`src/hw/rtl/ray_sphere_intersect_unit_assert.svh`:
```
// Assertion macros shared by the ray-sphere intersection RTL.
`ifndef RAY_SPHERE_INTERSECT_UNIT_ASSERT_SVH
`define RAY_SPHERE_INTERSECT_UNIT_ASSERT_SVH

// Same-cycle implication, checked at every rising clock edge outside reset.
`define RSI_ASSERT_IMPL(label, clk, rst, ante, cons) \
   label: assert property (@(posedge clk) disable iff (rst) (ante) |-> (cons)) \
      else $error("%m: same-cycle check failed");

// Next-cycle implication, checked at every rising clock edge outside reset.
`define RSI_ASSERT_NEXT(label, clk, rst, ante, cons) \
   label: assert property (@(posedge clk) disable iff (rst) (ante) |=> (cons)) \
      else $error("%m: next-cycle check failed");

`endif

```
`src/hw/rtl/rsi_pkg.sv`:
```
// Shared widths, constants and beat types of the ray-sphere intersection unit.
package rsi_pkg;

   localparam int FRAC_BITS = 16;

   localparam int COORD_W = 32;
   localparam int RAD_W   = 31;
   localparam int OC_W    = COORD_W + 1;
   localparam int DD_W    = 2 * COORD_W;
   localparam int OD_W    = OC_W + COORD_W;
   localparam int OO_W    = 2 * OC_W;
   localparam int RR_W    = 2 * RAD_W;
   localparam int A_W     = 64;
   localparam int HB_W    = 66;
   localparam int C_W     = 67;
   localparam int HBM_W   = HB_W - 1;
   localparam int CM_W    = C_W - 1;
   localparam int HL_W    = 33;
   localparam int HH_W    = HBM_W - HL_W;
   localparam int AL_W    = 32;
   localparam int AH_W    = A_W - AL_W;
   localparam int CL_W    = 33;
   localparam int CH_W    = CM_W - CL_W;
   localparam int PROD_W  = 130;
   localparam int DISC_W  = 132;
   localparam int SQ_W    = DISC_W / 2;
   localparam int SUM_W   = 68;
   localparam int MAG_W   = SUM_W - 1;
   localparam int Q_W     = 32;
   localparam int NN_W    = MAG_W + FRAC_BITS;
   localparam int HI_W    = NN_W - Q_W;

   localparam int QUEUE_DEPTH = 4;
   localparam int QPTR_W      = $clog2(QUEUE_DEPTH);
   localparam int QCNT_W      = $clog2(QUEUE_DEPTH + 1);

   localparam int REQ_DATA_W = 320;
   localparam int RSP_DATA_W = 40;

   localparam logic [Q_W-1:0] POS_LIMIT = 32'h7FFF_FFFF;
   localparam logic [Q_W-1:0] NEG_LIMIT = 32'h8000_0000;
   localparam logic [Q_W-1:0] MINUS_ONE = Q_W'(-(64'sd1 <<< FRAC_BITS));

   // Item handed from the classifying front to the root/divide back
   typedef struct packed {
      logic [DISC_W-1:0]      disc;
      logic signed [HB_W-1:0] hb;
      logic [A_W-1:0]         a;
      logic                   hit;
      logic                   degen;
   } front_item_type;

   typedef struct packed {
      logic full;
      logic empty;
   } queue_status_type;

   typedef struct packed {
      logic           saturated;
      logic           degenerate;
      logic [Q_W-1:0] hit_distance;
      logic           hit;
   } rsp_beat_type;

endpackage

```
`src/hw/rtl/rsi_queue.sv`:
```
// Short register queue between the front and back pipelines.
module rsi_queue
   import rsi_pkg::*;
(
   input  logic             clock,
   input  logic             reset,
   input  logic             push_valid,
   output logic             push_ready,
   input  front_item_type   push_item,
   output logic             pop_valid,
   input  logic             pop_ready,
   output front_item_type   pop_item,
   output queue_status_type status
);

   front_item_type      slot_ff [QUEUE_DEPTH];
   logic [QPTR_W-1:0]   wr_ptr_ff, wr_ptr_in, rd_ptr_ff, rd_ptr_in;
   logic [QCNT_W-1:0]   count_ff, count_in;
   logic                push, pop;

   assign status.full  = (count_ff == QCNT_W'(QUEUE_DEPTH));
   assign status.empty = (count_ff == '0);
   assign push_ready   = !status.full;
   assign pop_valid    = !status.empty;
   assign pop_item     = slot_ff[rd_ptr_ff];

   assign push = push_valid && push_ready;
   assign pop  = pop_valid && pop_ready;

   // advance pointers and fill count
   always_comb begin
      wr_ptr_in = push ? wr_ptr_ff + 1'b1 : wr_ptr_ff;
      rd_ptr_in = pop ? rd_ptr_ff + 1'b1 : rd_ptr_ff;
      count_in  = count_ff + QCNT_W'(push) - QCNT_W'(pop);
   end

   always_ff @(posedge clock) begin
      if (reset) begin
         wr_ptr_ff <= '0;
         rd_ptr_ff <= '0;
         count_ff  <= '0;
      end else begin
         wr_ptr_ff <= wr_ptr_in;
         rd_ptr_ff <= rd_ptr_in;
         count_ff  <= count_in;
      end
   end

   // store the incoming beat
   always_ff @(posedge clock) begin
      if (push) begin
         slot_ff[wr_ptr_ff] <= push_item;
      end
   end

endmodule

```
`config.mk`:
```
export PLATFORM = sky130hd
export DESIGN_NAME = rsi_queue
export DESIGN_NICKNAME = d
export VERILOG_FILES = /design/src/hw/rtl/ray_sphere_intersect_unit_assert.svh /design/src/hw/rtl/rsi_pkg.sv /design/src/hw/rtl/rsi_queue.sv
export SDC_FILE = /design/constraint.sdc
export NUM_CORES = 1
export LEC_CHECK = 0
export BUFFER_PORTS_ARGS = -buffer_cell sky130_fd_sc_hd__buf_2
export CAP_MARGIN = 20
export CORE_MARGIN = 1.5
export CORE_UTILIZATION = 50
export CTS_BUF_LIST = sky130_fd_sc_hd__clkbuf_16
export DETAILED_ROUTE_END_ITERATION = 10
export PLACE_DENSITY = 0.77
export SLEW_MARGIN = 20
export SYNTH_ARGS = -nofsm -noshare
export SYNTH_HDL_FRONTEND = slang
export SYNTH_SLANG_ARGS = --single-unit
```
`constraint.sdc`:
```
create_clock -name clock -period 16.45 [get_ports clock]
set_clock_uncertainty 0.05 [all_clocks]
set_input_delay 0.8225 -clock clock [delete_from_list [all_inputs] [get_ports clock]]
set_output_delay 0.8225 -clock clock [all_outputs]
set_load 0.05 [all_outputs]
```
### Word-level counts from Yosys, hierarchy flattened

Memories as Yosys holds them, arrays and structs flattened. A register that Yosys moved wholly into a read port is not among the register bits.
Cells that the tools add are included.

| word-level totals | value |
|---|---|
| memory bits (writable) | 1056 |
| bits in read-only memories | 0 |
| word-level logic and storage cells | 18 |
| memories kept | 1 |
| latch bits | 0 |
| register bits after elaboration | 7 |
| bits of input ports | 268 |
| output and inout bits | 268 |

| cells by class | value |
|---|---|
| eq/ne operators | 1 |
| add/sub/neg operators | 4 |
| order comparisons | 0 |
| mux-type cells | 4 |
| bitwise operators | 0 |
| multiply operators | 0 |
| reduce and logical (&&, ||, !) cells | 5 |
| shifts and indexed selects | 0 |
| div/mod/pow operators | 0 |

Memories:

| memory | words | bits a word | read ports | clocked after Yosys merged registers in | write ports | line | RTL |
|---|---|---|---|---|---|---|---|
| slot_ff | 4 | 264 | 1 | 1 | 1 | rsi_queue.sv:16 | `front_item_type slot_ff [QUEUE_DEPTH];` |

Operator list:

| operator | number |
|---|---|
| $add 2x1->2 const B | 2 |
| $mux 2 | 2 |
| $add 3x1->3 | 1 |
| $eq 3x3->1 const B | 1 |
| $logic_not 3->1 | 1 |
| $sub 3x1->3 | 1 |
| $logic_and 1x1->1 | 2 |
| $logic_not 1->1 | 2 |
| $mux 1 | 2 |

### Depth between registers and ports, before layout

| logic depth | value |
|---|---|
| word-level depth | 5 |
| depth in mapped cells | 12 |
| mapped depth without buffers | 12 |

### Worst setup path after synthesis

No wires, ideal clock.

| timing | value |
|---|---|
| path type | register to register |
| start | register count_ff[1] |
| end | memory slot_ff[0][0] in the netlist's numbering (enable) |
| setup time | 659 ps |
| path buffers | 0 |
| required time | 15741 ps |
| period minus slack after synthesis | 8237 ps |
| setup slack | 8213 ps |
| arrival | 7528 ps |
| stages on the path, launching flop included | 6 |
| cell sequence | dfxtp_1 > nor2_1 > nand2_1 > inv_1 > nor2_1 > and2_1 |

| between the ends | value |
|---|---|
| cells in the longest elaborated chain, start to end | 5 |

Ends and longest elaborated chain:

| element | line | RTL |
|---|---|---|
| from (decl) | rsi_queue.sv:18 | `logic [QCNT_W-1:0] count_ff, count_in;` |
| from (signal assigned) | rsi_queue.sv:45 | `count_ff <= count_in;` |
| $eq 3x3->1 | rsi_queue.sv:21 | `assign status.full = (count_ff == QCNT_W'(QUEUE_DEPTH));` |
| $logic_not 1->1 | rsi_queue.sv:23 | `assign push_ready = !status.full;` |
| named net push_ready | rsi_queue.sv:8 | `output logic push_ready,` |
| $logic_and 1x1->1 | rsi_queue.sv:27 | `assign push = push_valid && push_ready;` |
| $mux 1 | rsi_queue.sv:51 | `if (push) begin` |
| $mux 1 (implied by the code) | rsi_queue.sv:52 | `slot_ff[wr_ptr_ff] <= push_item;` |
| to (decl) | rsi_queue.sv:16 |  |

The timed path passes the listed nets, and every way through them passes these cells.

==> results.cfg <==
[outcome]
outcome = complete, no violations

[flow_run]
max_cap_viol_count = 0

[timing]
min_period_ns = 4.73
grt_setup_unrepaired = no
finalCritPeriodShare_pct = 28.7
finalWorstSetupSlack_ns = 11.72
fin_setup_tns_ns = 0
hold_violations = 0
final-setup-viol-count = 0
maxSlewViolCount = 0
max_freq_mhz = 211
slew-limit-headroom_pct = 13.6
worst_pin_slew_ns = 1.30
hold_slack_ns = 0.317

[clocking]
cts_buffers = 103
htreeDepth = 3
clock-sinks = 1065
cts_max_path_buffers = 3
clk_pin_slew_worst_paths_ns = 0.06
insertion_delay_ns = 0.63
ctsResizeCount = 0
cts_root_buffer = clkbuf_16
post-cts-setup-buffers = 0
cts_hold_buffers = 0
cts_tree = built

[route]
drtIter0Drc = 1108
drc = 0
routed_via_density = 5.47
dr.pass1.iters = 5
vias = 17400
wire_per_inst_um = 24.3
wl_mm = 77.2
ant_nets = 0

[floorplan]
die_y_um = 282
core-area_um2 = 77200
initial_core_util_pct = 50.3
fp.dieW_um = 282
std_cell_rows = 102
die_area_um2 = 79400
pin_count = 536

[logic_synthesis]
synth.cell_area_um2 = 38900
syn-num-nets = 1708
yosysSeqAreaShare_pct = 82.1
yosys.area_share.simple_pct = 0.245
synth_top_family_by_area = multiplexers
ys_warn_count = 0
synth-xor-area-share_pct = 0.0676
synth.distinct_cells = 22
synth_seq_cells = 1065
synth_area_per_cell_um2 = 27.1
syn-instance-count = 1433
synthMuxAreaShare_pct = 15.3
synth-compound-area-share_pct = 0.0708
synthAdderAreaFrac_pct = 0.245

[place]
dpl_worst_slack_ns = 12.09
portBuffers = 535
gp_congestion = 0.771
dp_hpwl_mm = 46.5
placed_cell_area_um2 = 42300

[power]
p_switching_mw = 2.74
ir_worst_vdd_mv = 0.151
p_leak_nw = 15.2
clkPwrFrac_pct = 28.2
p_seq_share_pct = 41.9
internal-power_mw = 5.23
swShare_pct = 34.4
power.density_nw_per_um2 = 175
p_comb_share_pct = 29.9

[hold_path]
hp-class = in2reg

[final_layout]
stdcell_area_um2 = 45700
syn_to_final_growth_pct = 17.5
nets = 2306
layout_common_cells = edfxtp_1 (1056), buf_2 (535), mux4_2 (264)
final_util_pct = 59.2
final_common_cell = edfxtp_1
drive_gt1_share_pct = 45.5

[worst_setup_path]
worst_ep_required_time_ns = 15.58
cp.arrival_ns = 3.86
slowest_stage = buf_4
startpoint_type = flip-flop
path_cells = buf_4 -> buf_4 -> mux4_2 -> buf_2
critical_path_peak_fanout = 48
critPathMaxStageDelay_ns = 0.84
rrSetupSlack_ns = 12.75
crit_top_cell = buf_4
criticalPathCategory = reg2out
crit_path_end_kind = output port

[global_routing]
antenna_found_initial = 41
grt_pass1_vias = 18200
gr-total-overflow = 0
grt_pass1_wl_mm = 113
grt_max_degree = 155
track_usage_pct = 19.2
-- Yosys cell counts --
library cell  instances  area [µm²]
buf_2                26         130
dfxtp_1               9         180
nor2b_1               2        12.5
ha_1                  6        75.1
inv_1                10        37.5
a21oi_1               2        10.0
o31ai_1               1        7.51
mux2i_1               1        10.0
xor2_1                1        8.76
buf_12               29         581
clkbuf_1              4        15.0
or3_1                 3        18.8
fa_1                  1        20.0
nand2_1               2        7.51
and2_1                4        25.0
mux4_2              264        5950
nand2b_1              2        12.5
buf_6                 1        11.3
xnor2_1               2        17.5
nor2_1                5        18.8
edfxtp_1           1056       31700
o21ai_0               2        10.0
-- cell families after synthesis --
group / after synthesis
XOR/XNOR: 3
multiplexers: 265
flip-flops: 1065
AO/OA/AOI/OAI: 5
AND/OR/NAND/NOR: 18
adder cells (fa/ha/maj): 7
buffers and inverters: 70
-- per-layer routing --
layer / vias up / global-route usage, % / share of wire [%]
li1: 7463 / - / -
met2: 675 / 31.5 / 51
met1: 9079 / 24.0 / 37
met3: 147 / 6.70 / 9.7
met4: 36 / 6.31 / 2.1
met5: - / 0 / 0.28
-- area by class of cell --
cell class / count / area, µm²
fillers: 5358 / 31500
multi-input cells: 298 / 6210
clock buffers: 103 / 2580
diodes: 21 / 52.6
clock inverters: 89 / 731
well taps: 1040 / 1300
inverters: 10 / 37.5
flip-flops and latches: 1065 / 31900
repair buffers: 553 / 2870
-- stage by stage --
stage | cells | power, mW
finish | 3179 | 7.97
global route | 3173 | 8.27
CTS | 3158 | 8.06
detailed placement | 2966 | 5.81
global placement | 2966 | 5.78
floorplan | 1433 | 5.42
-- flip-flops by register name, summed over array words and instances, names as in the netlist, named ones only --
| register | flops |
|---|---|
| count_ff | 3 |
| wr_ptr_ff | 2 |
| rd_ptr_ff | 2 |
| slot_ff | 1056 |
-- power by group through the flow --
stage | Combinational [mW] | Clock (mW) | Sequential [mW]
2_1_floorplan | 2.00 | 0 | 3.42
3_3_place_gp | 2.39 | 0 | 3.38
3_5_place_dp | 2.41 | 0 | 3.40
4_1_cts | 2.42 | 2.30 | 3.35
5_1_grt | 2.50 | 2.41 | 3.36
6_report | 2.38 | 2.25 | 3.34
-- final timing paths --
check | start | endpoint | cells past startpoint
setup reg to reg | count_ff[1]$_SDFF_PP0_ | slot_ff[0][141]$_DFFE_PP_ | 8
hold reg to reg | rd_ptr_ff[1]$_SDFFE_PP0P_ | flip-flop | 2
hold / removal | push_item[75] | slot_ff[3][75]$_DFFE_PP_ | 1
setup / recovery | flip-flop | pop_item[244] | 4
-- worst max-delay path, delay by kind of cell (launching register included) --
kind | cells | cell delay (ns)
buffers and inverters | 3 | 1.86
flip-flops | 1 | 0.62
multiplexers | 1 | 0.61
Power figures use the tool's default switching activity.
